$ cat src/rtl/abe_pkg.sv
package abe_pkg;

  // axis layout: sticks first, then triggers
  localparam int unsigned STICK_AXES   = 4;
  localparam int unsigned AXIS_COUNT   = 6;
  localparam int unsigned TRIGGER_BASE = 2 * (STICK_AXES - 1) + 2;

  localparam int unsigned BIND_W  = 5;
  localparam int unsigned AXIS_W  = 16;
  localparam int unsigned LEVEL_W = 15;
  localparam int unsigned DIFF_W  = 16;

  // configuration register indexes
  localparam logic [1:0] CFG_PRESS_THRESHOLD    = 2'd0;
  localparam logic [1:0] CFG_RELEASE_DIFFERENCE = 2'd1;
  localparam logic [1:0] CFG_TRIGGER_DEAD_LEVEL = 2'd2;

  localparam logic [LEVEL_W-1:0] PRESS_THRESHOLD_RST    = 15'd16384;
  localparam logic [DIFF_W-1:0]  RELEASE_DIFFERENCE_RST = 16'd8192;
  localparam logic [LEVEL_W-1:0] TRIGGER_DEAD_LEVEL_RST = 15'd8000;

  // event kinds
  localparam logic FUNC_BUTTON = 1'b0;
  localparam logic FUNC_AXIS   = 1'b1;

  typedef struct packed {
    logic                     func;
    logic [4:0]               event_index;
    logic                     pressed;
    logic signed [AXIS_W-1:0] axis_value;
  } in_word_t;

  typedef struct packed {
    logic [BIND_W-1:0] bind_number;
    logic              is_press;
    logic              last;
  } out_word_t;

  // results of one input word, up to two
  typedef struct packed {
    logic [1:0] count;
    out_word_t  first;
    out_word_t  second;
  } result_pair_t;

  typedef struct packed {
    logic [LEVEL_W-1:0] press_threshold;
    logic [DIFF_W-1:0]  release_difference;
    logic [LEVEL_W-1:0] trigger_dead_level;
  } cfg_t;

endpackage

$ cat src/rtl/abe_core.sv
module abe_core #(
  parameter int unsigned BUTTON_COUNT = 21
) (
  input  logic               clk_i,
  input  logic               rst_ni,
  input  logic               in_valid_i,
  output logic               in_ready_o,
  input  abe_pkg::in_word_t  in_data_i,
  input  abe_pkg::cfg_t      cfg_i,
  output logic               out_valid_o,
  input  logic               out_ready_i,
  output abe_pkg::out_word_t out_data_o
);

  abe_pkg::in_word_t     s1_q;
  logic                  s1_valid_q;
  abe_pkg::result_pair_t res;
  logic [1:0]            q_count;
  logic                  fire;

  // input register; the word leaves it once all its results fit in the buffer
  assign fire       = s1_valid_q && ((3'(q_count) + 3'(res.count)) <= 3'd2);
  assign in_ready_o = !s1_valid_q || fire;

  always_ff @(posedge clk_i or negedge rst_ni) begin
    if (!rst_ni) begin
      s1_valid_q <= 1'b0;
    end else if (in_valid_i && in_ready_o) begin
      s1_valid_q <= 1'b1;
    end else if (fire) begin
      s1_valid_q <= 1'b0;
    end
  end

  always_ff @(posedge clk_i) begin
    if (in_valid_i && in_ready_o) s1_q <= in_data_i;
  end

  abe_event_core #(
    .BUTTON_COUNT(BUTTON_COUNT)
  ) u_event (
    .clk_i   (clk_i),
    .rst_ni  (rst_ni),
    .word_i  (s1_q),
    .commit_i(fire),
    .cfg_i   (cfg_i),
    .res_o   (res)
  );

  abe_out_queue u_queue (
    .clk_i      (clk_i),
    .rst_ni     (rst_ni),
    .push_i     (res),
    .push_en_i  (fire),
    .count_o    (q_count),
    .out_valid_o(out_valid_o),
    .out_ready_i(out_ready_i),
    .out_data_o (out_data_o)
  );

endmodule

$ cat src/rtl/abe_out_queue.sv
module abe_out_queue (
  input  logic                  clk_i,
  input  logic                  rst_ni,
  input  abe_pkg::result_pair_t push_i,
  input  logic                  push_en_i,
  output logic [1:0]            count_o,
  output logic                  out_valid_o,
  input  logic                  out_ready_i,
  output abe_pkg::out_word_t    out_data_o
);

  abe_pkg::out_word_t ent_q [2];
  abe_pkg::out_word_t ent_d [2];
  logic [1:0]         count_q, count_d, cnt;
  logic               pop;

  assign pop         = (count_q != 2'd0) && out_ready_i;
  assign out_valid_o = (count_q != 2'd0);
  assign out_data_o  = ent_q[0];
  assign count_o     = count_q;

  always_comb begin
    ent_d = ent_q;
    cnt   = count_q;
    if (pop) begin
      ent_d[0] = ent_q[1];
      cnt      = count_q - 2'd1;
    end
    count_d = cnt;
    if (push_en_i) begin
      // room is checked upstream, so cnt is 0 or 1 here when anything is pushed
      if (push_i.count == 2'd2) begin
        ent_d[0] = push_i.first;
        ent_d[1] = push_i.second;
      end else if (push_i.count == 2'd1) begin
        ent_d[cnt[0]] = push_i.first;
      end
      count_d = cnt + push_i.count;
    end
  end

  always_ff @(posedge clk_i or negedge rst_ni) begin
    if (!rst_ni) begin
      count_q <= 2'd0;
    end else begin
      count_q <= count_d;
    end
  end

  always_ff @(posedge clk_i) begin
    ent_q <= ent_d;
  end

endmodule

$ cat src/rtl/abe_event_core.sv
module abe_event_core #(
  parameter int unsigned BUTTON_COUNT = 21
) (
  input  logic                  clk_i,
  input  logic                  rst_ni,
  input  abe_pkg::in_word_t     word_i,
  input  logic                  commit_i,
  input  abe_pkg::cfg_t         cfg_i,
  output abe_pkg::result_pair_t res_o
);

  localparam int unsigned AW = abe_pkg::AXIS_W;
  localparam int unsigned BW = abe_pkg::BIND_W;
  localparam logic [BW-1:0] BIND_BASE = BW'(BUTTON_COUNT);
  localparam logic [BW-1:0] TRIG_BASE = BW'(BUTTON_COUNT + abe_pkg::TRIGGER_BASE);

  logic [abe_pkg::AXIS_COUNT-1:0] active_q, active_d;
  logic signed [AW-1:0]           cap_q [abe_pkg::STICK_AXES];
  logic signed [AW-1:0]           cap_d [abe_pkg::STICK_AXES];

  logic                 is_stick, is_trig;
  logic [1:0]           stick;
  logic signed [AW-1:0] v, cap_sel;
  logic signed [AW:0]   diff;
  logic [AW:0]          diff_mag, val_mag;
  logic                 act;
  logic                 rel, prs;
  logic [BW-1:0]        rel_bind, prs_bind;
  abe_pkg::out_word_t   w_rel, w_prs;

  assign v        = word_i.axis_value;
  assign is_stick = (word_i.func == abe_pkg::FUNC_AXIS) &&
                    (word_i.event_index < 5'(abe_pkg::STICK_AXES));
  assign is_trig  = (word_i.func == abe_pkg::FUNC_AXIS) &&
                    (word_i.event_index >= 5'(abe_pkg::STICK_AXES)) &&
                    (word_i.event_index < 5'(abe_pkg::AXIS_COUNT));
  assign stick    = word_i.event_index[1:0];
  assign cap_sel  = cap_q[stick];
  assign act      = active_q[word_i.event_index[2:0]];

  // distance from the captured value and magnitude of the new one
  assign diff     = (AW+1)'(v) - (AW+1)'(cap_sel);
  assign diff_mag = diff[AW] ? (AW+1)'(-diff) : diff;
  assign val_mag  = v[AW-1] ? (AW+1)'(-((AW+1)'(v))) : (AW+1)'(v);

  always_comb begin
    rel = 1'b0;
    prs = 1'b0;
    if (is_stick) begin
      rel = act && (diff_mag >= (AW+1)'(cfg_i.release_difference));
      prs = (!act || rel) && (val_mag >= (AW+1)'(cfg_i.press_threshold));
    end else if (is_trig) begin
      prs = !act && (v >= $signed({1'b0, cfg_i.press_threshold}));
      rel = act && (v <= $signed({1'b0, cfg_i.trigger_dead_level}));
    end
  end

  // stick release follows the sign of the captured value
  always_comb begin
    if (is_trig) begin
      rel_bind = TRIG_BASE + BW'(word_i.event_index[0]);
      prs_bind = rel_bind;
    end else begin
      rel_bind = BIND_BASE + BW'({stick, ~cap_sel[AW-1]});
      prs_bind = BIND_BASE + BW'({stick, ~v[AW-1]});
    end
  end

  always_comb begin
    w_rel = '{bind_number: rel_bind, is_press: 1'b0, last: !prs};
    w_prs = '{bind_number: prs_bind, is_press: 1'b1, last: 1'b1};
    res_o = '0;
    if (word_i.func == abe_pkg::FUNC_BUTTON) begin
      res_o.count = 2'd1;
      res_o.first = '{bind_number: word_i.event_index, is_press: word_i.pressed,
                      last: 1'b1};
    end else begin
      res_o.count = 2'(rel) + 2'(prs);
      if (rel) begin
        res_o.first  = w_rel;
        res_o.second = w_prs;
      end else begin
        res_o.first = w_prs;
      end
    end
  end

  always_comb begin
    active_d = active_q;
    cap_d    = cap_q;
    if (commit_i && (is_stick || is_trig)) begin
      if (prs) begin
        active_d[word_i.event_index[2:0]] = 1'b1;
        if (is_stick) cap_d[stick] = v;
      end else if (rel) begin
        active_d[word_i.event_index[2:0]] = 1'b0;
        if (is_stick) cap_d[stick] = '0;
      end
    end
  end

  always_ff @(posedge clk_i or negedge rst_ni) begin
    if (!rst_ni) begin
      active_q <= '0;
      for (int i = 0; i < abe_pkg::STICK_AXES; i++) cap_q[i] <= '0;
    end else begin
      active_q <= active_d;
      cap_q    <= cap_d;
    end
  end

endmodule

$ cat src/rtl/axis_hysteresis_bind_events.sv
// Gamepad event to bind event translator. A button word passes through as one
// press or release of its own bind number; an axis word updates that axis's
// hysteresis record. Sticks (axes 0 to 3) release once they move at least
// release_difference from the captured value, on the side that was pressed,
// and then press when their magnitude reaches press_threshold, so one word may
// give a release followed by a press. Triggers (axes 4 and 5) press at
// press_threshold and release at or below trigger_dead_level. Axis numbers
// above 5 give no result. The last flag marks the final result of each word.
// Rate, while the receiver is ready: one word per cycle if each word gives at
// most one result; a word giving two results holds the input stage until the
// two-entry result buffer, draining one result per cycle, is empty. A word is
// held in the input register, its results in the buffer. Configuration writes
// are always accepted and should only be made while the block is idle.
module axis_hysteresis_bind_events #(
  parameter int unsigned BUTTON_COUNT = 21
) (
  input  logic               clk_i,
  input  logic               rst_ni,
  // event words in
  input  logic               in_valid_i,
  output logic               in_ready_o,
  input  abe_pkg::in_word_t  in_data_i,
  // bind words out
  output logic               out_valid_o,
  input  logic               out_ready_i,
  output abe_pkg::out_word_t out_data_o,
  // configuration writes
  input  logic               cfg_valid_i,
  output logic               cfg_ready_o,
  input  logic [1:0]         cfg_index_i,
  input  logic [15:0]        cfg_data_i
);

  abe_pkg::cfg_t cfg_q;

  // config registers, written one at a time
  assign cfg_ready_o = 1'b1;

  always_ff @(posedge clk_i or negedge rst_ni) begin
    if (!rst_ni) begin
      cfg_q.press_threshold    <= abe_pkg::PRESS_THRESHOLD_RST;
      cfg_q.release_difference <= abe_pkg::RELEASE_DIFFERENCE_RST;
      cfg_q.trigger_dead_level <= abe_pkg::TRIGGER_DEAD_LEVEL_RST;
    end else if (cfg_valid_i) begin
      case (cfg_index_i)
        abe_pkg::CFG_PRESS_THRESHOLD:    cfg_q.press_threshold    <= cfg_data_i[14:0];
        abe_pkg::CFG_RELEASE_DIFFERENCE: cfg_q.release_difference <= cfg_data_i;
        abe_pkg::CFG_TRIGGER_DEAD_LEVEL: cfg_q.trigger_dead_level <= cfg_data_i[14:0];
        default: ;
      endcase
    end
  end

  // input register, per-axis hysteresis and two-entry result buffer
  abe_core #(
    .BUTTON_COUNT(BUTTON_COUNT)
  ) u_core (
    .clk_i      (clk_i),
    .rst_ni     (rst_ni),
    .in_valid_i (in_valid_i),
    .in_ready_o (in_ready_o),
    .in_data_i  (in_data_i),
    .cfg_i      (cfg_q),
    .out_valid_o(out_valid_o),
    .out_ready_i(out_ready_i),
    .out_data_o (out_data_o)
  );

endmodule

$ cat config.mk
export PLATFORM = sky130hd
export DESIGN_NAME = axis_hysteresis_bind_events
export DESIGN_NICKNAME = d
export VERILOG_FILES = /design/src/rtl/abe_pkg.sv /design/src/rtl/abe_core.sv /design/src/rtl/abe_out_queue.sv /design/src/rtl/abe_event_core.sv /design/src/rtl/axis_hysteresis_bind_events.sv
export SDC_FILE = /design/constraint.sdc
export NUM_CORES = 1
export LEC_CHECK = 0
export BUFFER_PORTS_ARGS = -buffer_cell sky130_fd_sc_hd__buf_2
export CAP_MARGIN = 10
export CELL_PAD_IN_SITES_DETAIL_PLACEMENT = 0
export CELL_PAD_IN_SITES_GLOBAL_PLACEMENT = 1
export CORE_MARGIN = 2
export CORE_UTILIZATION = 45
export DETAILED_ROUTE_END_ITERATION = 10
export PLACE_DENSITY_LB_ADDON = 0.1
export SLEW_MARGIN = 5
export SYNTH_ARGS = -nofsm -noshare
export SYNTH_HDL_FRONTEND = slang
export SYNTH_SLANG_ARGS = --single-unit
$ cat constraint.sdc
create_clock -name clk_i -period 26.1 [get_ports clk_i]
set_input_delay 3.915 -clock clk_i [delete_from_list [all_inputs] [get_ports clk_i]]
set_output_delay 3.915 -clock clk_i [all_outputs]
set_load 0.01 [all_outputs]
After elaboration in Yosys (flattened, before gate mapping)
Index checks and enable logic that the tools add are counted.
Widths: inputs -> output; s select.
{ "word_totals": {"regBits": 156} }
{ "classes": {"n_lt_le_gt_ge": 14, "n_eq_ne": 6, "muxes": 39, "reduce_logical": 31, "bitwise_logic": 9, "addsub": 10} }
{ "ops": {"columns": ["cell", "n"], "rows": [
  ["$mux 64", 4],
  ["$and 64x64->64", 1],
  ["$bwmux 64", 1],
  ["$not 64->64", 1],
  ["$mux 16", 3],
  ["$mux 14", 3],
  ["$mux 7", 5],
  ["$mux 17", 2],
  ["$bmux 16 s2", 1],
  ["$demux 16 s2", 1],
  ["$ge 17x15->1", 1],
  ["$ge 17x16->1", 1],
  ["$neg 16->17", 1],
  ["$neg 17->17", 1],
  ["$sub 16x16->17", 1],
  ["$ge 16x16->1", 1],
  ["$le 16x16->1", 1],
  ["$bwmux 14", 1],
  ["$logic_and 1x1->1", 14],
  ["$mux 6", 2],
  ["$add 5x3->5 const A", 2],
  ["$lt 5x3->1 const B", 2],
  ["$mux 5", 2],
  ["$reduce_and 2->1", 5],
  ["33 further kinds", 52]
]} }

Logic depth before layout (Yosys ltp)
Gate-level depths: netlist of the first run.
{ "depth": {"word_depth": 21, "mapped_depth": 40, "depth_no_buf": 34} }

Cells and area by module
A second synthesis of the first run with hierarchy kept.
{ "hier_totals": {"cells_unflattened": 930, "hier_area_um2": 10040.9} }
{ "modules_own_cells": {"columns": ["module", "n_inst", "area_per_inst_um2", "cells_per_inst"], "rows": [
  ["abe_event_core", 1, 6577.6, 719],
  ["axis_hysteresis_bind_events", 1, 1764.2, 100],
  ["abe_out_queue", 1, 917.1, 79],
  ["abe_core", 1, 782.0, 32]
]} }

Least setup slack after synthesis of the first run
OpenSTA, ideal clock, no wires.
{ "synth_timing": {"path_type": "register to output", "start": "register u_core.s1_q[17] (netlist bit)", "end": "output port in_ready_o", "t_required_ns": 22.185, "stages_incl_launch_ff": 32, "arrival_ns": 7.910, "path_slack_ns": 14.275, "cell_sequence": "edfxtp_1 -> clkbuf_1 -> clkbuf_1 -> buf_1 -> mux4_2 -> inv_1 -> ha_1 -> a21oi_2 -> o21ai_2 -> mux2_1 -> a2111o_1 -> or4_4 -> nor4_4 -> nor2_1 -> xor2_1 -> ha_1 -> a2111oi_0 -> o21ai_0 -> a211oi_1 -> o31a_1 -> o21ai_0 -> a31oi_4 -> or2_1 -> buf_6 -> buf_6 -> inv_2 -> ha_1 -> nand2b_1 -> ha_1 -> fa_1 -> a21oi_1 -> nand2b_1"} }
{ "synth_between": {"elab_chain_cells": 18} }
{ "synth_lines": {"columns": ["element", "line", "source"], "rows": [
  ["start: declaration", "abe_core.sv:15", "abe_pkg::in_word_t s1_q;"],
  ["start signal: assignment", "abe_core.sv:36", "if (in_valid_i && in_ready_o) s1_q <= in_data_i;"],
  ["$not 2->3 (not written as such)", "abe_event_core.sv:38", "assign cap_sel = cap_q[stick];"],
  ["$bmux 16 s2", "abe_event_core.sv:38", null],
  ["$mux 16 (not written as such) (2 in series)", "abe_event_core.sv:38", null],
  ["$sub 16x16->17", "abe_event_core.sv:42", "assign diff = (AW+1)'(v) - (AW+1)'(cap_sel);"],
  ["$neg 17->17", "abe_event_core.sv:43", "assign diff_mag = diff[AW] ? (AW+1)'(-diff) : diff;"],
  ["$mux 17", "abe_event_core.sv:43", null],
  ["$ge 17x16->1", "abe_event_core.sv:50", "rel = act && (diff_mag >= (AW+1)'(cfg_i.release_difference));"],
  ["$logic_and 1x1->1", "abe_event_core.sv:50", null],
  ["$logic_or 1x1->1", "abe_event_core.sv:51", "prs = (!act || rel) && (val_mag >= (AW+1)'(cfg_i.press_threshold));"],
  ["$logic_and 1x1->1", "abe_event_core.sv:51", null],
  ["$mux 1", "abe_event_core.sv:49", "if (is_stick) begin"],
  ["$add 1x1->2 *", "abe_event_core.sv:78", "res_o.count = 2'(rel) + 2'(prs);"],
  ["$mux 9 *", "abe_event_core.sv:73", "if (word_i.func == abe_pkg::FUNC_BUTTON) begin"],
  ["$add 2x2->3 *", "abe_core.sv:22", "assign fire = s1_valid_q && ((3'(q_count) + 3'(res.count)) <= 3'd2);"],
  ["$le 3x2->1 *", "abe_core.sv:22", null],
  ["$logic_and 1x1->1 *", "abe_core.sv:22", null],
  ["$logic_or 1x1->1 *", "abe_core.sv:23", "assign in_ready_o = !s1_valid_q || fire;"],
  ["end: declaration", "axis_hysteresis_bind_events.sv:21", "output logic in_ready_o,"]
]} }
Mark *: on every way between the ends. The rest lies on a longest branch, timed or not. The select of a mux whose other input is x is not followed.

Worst setup path after layout of the first run
Same ends and word-level chain as after synthesis.

==> results.md, run 1 <==
- Status: finished, final reports clean
- GPL Wtd Cong: 0.800
- Routed len/inst: 19.8 um
- Root Driver: clkbuf_16
- Layout area overhead: 10.1%
- Async SR Flop Fraction: 0.763
- Post-Syn Instances: 970
- Drt drc: 0
- Hpwl dp: 18.3 mm
- Levels on crit path: 28
- Post-route insts no fill: 1294
- Synth Area per Inst: 10.2 sq um
- Initial antenna violation count: 0
- Clock sink total: 156
- Post-synth top flop: dfrtp_1
- Maximum vdd drop: 0.0447 mV
- Period utilization: 0.462
- PwrDens: 86.1 mW/mm^2
- Max_slew headroom: 0.268
- Antenna cells: 0
- Worst R2R Start: u_core.s1_q[17]
- # fillers: 2071
- Top delay family on crit path: compound AO/OA/AOI/OAI gates
- Slowest CP cell: a31oi_1
- Hold path start: u_core.u_event.cap_q[21]
- WP buf/inv: 4
- Worst R2R End: u_core.u_event.cap_q[47]
- Worst hold endpoint: u_core.u_event.cap_q[21]
- Hold Crit Class: flip-flop to flip-flop
- GR Util All Layers: 0.228
- First-pass iteration count of the detailed router: 5
- Max Buffers Root-to-Sink: 2
- Die ar.: 0.0233 sq mm
- Pin count of the biggest net entering global routing: 50
- MaxCap Viol Count: 0
- Worst Setup End Kind: output pin
- Post-CTS Setup Repair Bufs: 0
- Clk pin slew, worst setup/hold paths: 0.06 ns
- CTS tree: built
- FF-to-FF path depth: 33
- Fin Setup TNS: 0 ns
- Row count: 54
- Nets: 1137
- Input/output buffers: 54
- Clock Skews: 0.0176 ns
- Share of layout cells above drive strength 1: 0.196
- First-pass GRT wire length: 41.3 mm
- H-tree Lvls: 4
- Max stage delay on crit path: 0.75 ns
- Resize count post-CTS: 0
- Hold WS: 0.475 ns
- Gr ovfl total: 0
- Post-layout util: 0.503
- Worst-Margin Slew: 1.10 ns
- Sequential area share after synthesis: 0.405
- Latest clock arrival within the worst-skew pair: 0.44 ns
- Critical Path Start: u_core.s1_q[17]
- R2R Setup Slk: 15.76 ns
- Number of synthesized flops with an enable pin: 30
- Crit path DAT: 8.13 ns
- # IOs: 56
- Critical path required time: 22.18 ns
- Starting density of the core: 0.457
- Initial drt markers: 535
- # setup viols final: 0
- Count of final max-slew check failures: 0
- Startpoint types: flip-flop
- Post-CTS Hold Fix Bufs: 0
- Post-Route WL: 25.6 mm
- Vias per inst: 5.60
- Vias: 7252
- #FFs+latches synth: 156
- Total CTS buffers: 17
- Vias in the first global route: 7033
- Post-Syn Nets: 1106
- RSZ-0062 raised after global routing: false
- Hold depth: 2
- Antenna Nets Post-Route: 0
- Distinct cells, synth: 81
- Die Span Y: 153 um
- Total number of yosys warnings: 0
- Crit Path Category: flip-flop to output pin
- Mapped cell area: 0.00994 sq mm
- Leakage power: 4.80 nW
- Final hold vios: 0
- Placed Cells: 1262
- Worst-path fanout max: 25
- Post-layout min period: 12.05 ns
- Die Width: 153 um
- Placeable core area: 0.0218 sq mm
- Fmax: 83.0 MHz
flip-flops by register name, indices dropped and copies added (netlist names), named ones only:
signal,flops
u_core.u_queue.count_o,2
cfg_q,46
u_core.s1_q,23
u_core.u_queue.out_data_o,7
u_core.u_event.cap_q,64
u_core.u_queue.ent_q,7
u_core.s1_valid_q,1
cell families (layout without fill, tap and decap cells):
family,Yosys count,after routing,synth area share
AO/OA/AOI/OAI,257,257,0.188
XOR/XNOR,38,38,0.0335
adder cells (fa/ha/maj),90,90,0.115
buffers and inverters,130,174,0.0556
flip-flops,156,156,0.405
multiplexers,55,55,0.0812
other,1,1,0.000377
AND/OR/NAND/NOR,243,243,0.122
per-stage QoR:
stage                     worst slack [ns]  instance area [sq um]  power (mW)
after global routing                 13.30                  10900        1.02
after detailed placement             14.55                  10400       0.710
after CTS                            14.07                  10900       0.951
final                                14.05                  10900       0.942
after floorplan                      14.27                   9940       0.612
after global placement               14.55                  10400       0.708
cell type report:
cell class | count | area [sq um] | area share
Timing Repair Buffer | 64 | 348 | 0.0318
Sequential cell | 156 | 4030 | 0.368
Clock buffer | 18 | 439 | 0.0401
Inverter | 78 | 293 | 0.0268
Clock inverter | 14 | 113 | 0.0103
Tap cell | 280 | 350 | 0.0320
Multi-Input combinational cell | 684 | 5370 | 0.491
cell usage in the layout (no fill, tap or decap), types with 5 or more instances in the layout:
cell type and instances:
a211oi_1 12, a21o_1 29, a21oi_1 24, a22o_1 33, a31oi_1 13, and3_1 7
buf_2 53, buf_4 11, clkbuf_16 17, clkinvlp_4 5, dfrtp_1 111, dfstp_2 8
dfxtp_1 7, edfxtp_1 30, ha_1 88, inv_1 77, mux2_2 34, mux4_2 17
nand2_1 110, nand2b_1 14, nand3_1 12, nand3b_1 6, nand4_1 5, nor2_1 30
nor2b_1 17, nor3_1 15, o21a_1 7, o21ai_0 50, o21ai_1 5, o21ai_2 27
o31ai_1 12, xnor2_1 28, xor2_1 10
how the worst max path moves through the flow:
stage / end / slack [ns]
after floorplan: in_ready_o / 14.27
after global placement: in_ready_o / 14.55
after detailed placement: in_ready_o / 14.55
after CTS: in_ready_o / 14.07
after global routing: in_ready_o / 13.30
final: in_ready_o / 14.05
synthesized netlist by cell type (all sizes together), types with 4 or more instances:
cell	number	area, sq um
and2	4	25.0
a21o	29	218
a211oi	14	110
mux2	35	394
dfxtp	7	140
a31oi	15	115
clkbuf	32	120
dfrtp	111	2780
nor3	17	108
o21a	7	52.6
nand4	5	31.3
o22ai	5	37.5
o31ai	12	90.1
or2	5	31.3
a21oi	25	129
xnor2	28	245
a21boi	4	30.0
nand2b	14	87.6
o21ai	82	512
edfxtp	30	901
buf	20	140
and3	7	43.8
nand3b	6	45.0
dfstp	8	210
a22oi	4	30.0
mux4	17	383
o41ai	4	35.0
nand3	12	60.1
inv	78	293
a22o	33	289
xor2	10	87.6
nor2	30	113
nand2	110	413
ha	88	1100
nor2b	17	106
per-layer routing:
layer,GRT usage,vias up,wire length (um)
met1,0.370,3538,13800
met4,0.0489,0,225
met3,0.0350,13,959
li1,-,3563,-
met5,0,-,0
met2,0.319,138,10600
where the power goes:
part	internal (mW)	switching, mW	total, mW
clock	0.126	0.111	0.237
sequential	0.292	0.0395	0.331
combinational	0.160	0.215	0.374
worst register-to-register path: cells and delay by family, from the launching register on:
kind | cells | cell delay (ns)
AO/OA/AOI/OAI | 16 | 4.48
AND/OR/NAND/NOR | 7 | 2.90
adder cells (fa/ha/maj) | 5 | 1.42
multiplexers | 1 | 0.57
buffers and inverters | 3 | 0.50
flip-flops | 1 | 0.32
XOR/XNOR | 1 | 0.09
Power figures use the tool's default switching activity.
==> run 2, diff against run 1 <==
==> constraint.sdc (replaced) <==
create_clock -name clk_i -period 10.35 [get_ports clk_i]
set_input_delay 1.5525 -clock clk_i [delete_from_list [all_inputs] [get_ports clk_i]]
set_output_delay 1.5525 -clock clk_i [all_outputs]
set_load 0.01 [all_outputs]
==> results.md, run 2 (synthesis gave the netlist of run 1 again) <==
- Placed Cells: 1266
- Post-route cell area: 0.0111 sq mm
- DP Area: 0.0104 sq mm
- Count of final max-slew check failures: 0
- Max stage delay on crit path: 0.62 ns
- Vias per inst: 5.57
- Antenna cells: 0
- Die Width: 153 um
- Status: finished, final reports clean
- First-pass iteration count of the detailed router: 5
- GR Util All Layers: 0.227
- Die ar.: 0.0233 sq mm
- Max_slew headroom: 0.262
- H-tree Lvls: 4
- Post-Route WL: 25.4 mm
- Fmax: 107 MHz
- Placeable core area: 0.0218 sq mm
- CTS tree: built
- R2R Setup Slk: 1.19 ns
- Input/output buffers: 54
- Cell Int Power: 1.52 mW
- Max Buffers Root-to-Sink: 2
- Top reg by flops: u_core.u_event.cap_q
- Post-route insts no fill: 1302
- First-pass GRT wire length: 41.4 mm
- Multi-input gate area: 0.00537 sq mm
- Most frequent CP cell: ha_1
- Slowest CP cell: edfxtp_1
- Final hold vios: 0
- Maximum vdd drop: 0.116 mV
- Initial drt markers: 375
- Leakage power: 4.88 nW
- Worst-path fanout max: 26
- Root Driver: clkbuf_16
- Fin Setup TNS: 0 ns
- Layout area overhead: 11.3%
- Clock Skews: 0.0154 ns
- # fillers: 2078
- Die Span Y: 153 um
- Top flop regs: u_core.u_event.cap_q (64), cfg_q (46), u_core.s1_q (23)
- Hold Crit Class: flip-flop to flip-flop
- Total CTS buffers: 17
- Worst-Margin Slew: 1.10 ns
- # IOs: 56
- Vias: 7256
- Clk pin slew, worst setup/hold paths: 0.07 ns
- Starting density of the core: 0.457
- Clock network fraction of design power: 0.268
- # setup viols final: 0
- Crit path DAT: 7.79 ns
- Leading cell type in the layout, fill and taps excluded: dfrtp_1
- Vias in the first global route: 7210
- Post-CTS Hold Fix Bufs: 0
- Routed len/inst: 19.5 um
- Crit Path Category: flip-flop to output pin
- Nets: 1145
- Period utilization: 0.903
- Comb pwr share: 0.392
- Register area: 0.00403 sq mm
- Drt drc: 0
- Startpoint types: flip-flop
- Initial antenna violation count: 2
- Gr ovfl total: 0
- Sw frac: 0.383
- Largest register FFs: 64
- Antenna Nets Post-Route: 0
- Latest clock arrival within the worst-skew pair: 0.44 ns
- GPL Wtd Cong: 0.841
- Power share of the sequential group: 0.340
- Worst Setup End Kind: output pin
- Row count: 54
- Net Switching: 0.940 mW
- Share of layout cells above drive strength 1: 0.203
- RSZ-0062 raised after global routing: false
- Post-layout min period: 9.34 ns
- Critical path required time: 8.80 ns
- PwrDens: 222 mW/mm^2
- Most frequent cells in the layout: 111 x dfrtp_1, 110 x nand2_1, 88 x ha_1
- MaxCap Viol Count: 0
- Pin count of the biggest net entering global routing: 67
- Clock sink total: 156
- Hpwl dp: 18.4 mm
-- run 2: repair_timing --
item                       4_1_cts  5_1_grt
gates resized for setup          0        0
buffers inserted                 0        4
setup endpoints to repair        0       22
-- run 2: power groups by stage --
stage	combinational (mW)	sequential [mW]	clock, mW
3_5_place_dp	0.947	0.854	0
3_3_place_gp	0.944	0.852	0
5_1_grt	1.10	0.847	0.696
2_1_floorplan	0.753	0.791	0
4_1_cts	0.953	0.842	0.672
6_report	0.962	0.835	0.658
-- run 2: worst paths after layout --
path,from,end,cells past startpoint
max in group asynchronous,rst_ni,u_core.u_event.cap_q[60],2
setup / recovery,u_core.s1_q[18],in_ready_o,28
hold reg to reg,u_core.u_event.cap_q[0],u_core.u_event.cap_q[0],2
setup reg to reg,u_core.s1_q[18],u_core.u_event.cap_q[53],34
min in group asynchronous,rst_ni,cfg_q[3],1
hold / removal,u_core.u_event.cap_q[0],u_core.u_event.cap_q[0],2
-- run 2: layout make-up --
| cell class | count | share of cell area |
|---|---|---|
| inverter | 78 | 0.0265 |
| tap | 280 | 0.0317 |
| sequential | 156 | 0.364 |
| clock inverter | 14 | 0.0156 |
| multi-input combinational | 684 | 0.485 |
| clock buffer | 18 | 0.0388 |
| timing repair buffer | 72 | 0.0380 |
-- run 2: critical path, delay by kind of cell, from the launching register on --
kind / cells / cell delay, ns
DFF: 1 / 0.62
and+or+nand+nor: 7 / 1.60
muxes: 1 / 0.36
adders and majority gates: 5 / 1.56
xor gates and xnor gates: 1 / 0.16
buffers and inverters: 4 / 0.65
AOI/OAI and AO/OA: 10 / 2.39
-- run 2: metal layers --
metal  up-vias  routed length (um)  global-route usage
li1       3582                   -                   -
met1      3504               13200               0.354
met2       144               10800               0.327
met3        26                 995              0.0373
met4         0                 403              0.0600
met5         -                   0                   0
-- run 2: stage by stage --
stage,total power [mW],hold slack (ns),worst slack [ns],utilization
detailed placement,1.80,0.465,0.776,0.479
floorplan,1.54,0.443,0.887,-
finish,2.46,0.476,1.01,0.509
global route,2.65,0.500,0.323,0.509
global placement,1.80,0.456,0.925,0.479
CTS,2.47,0.479,0.547,0.507
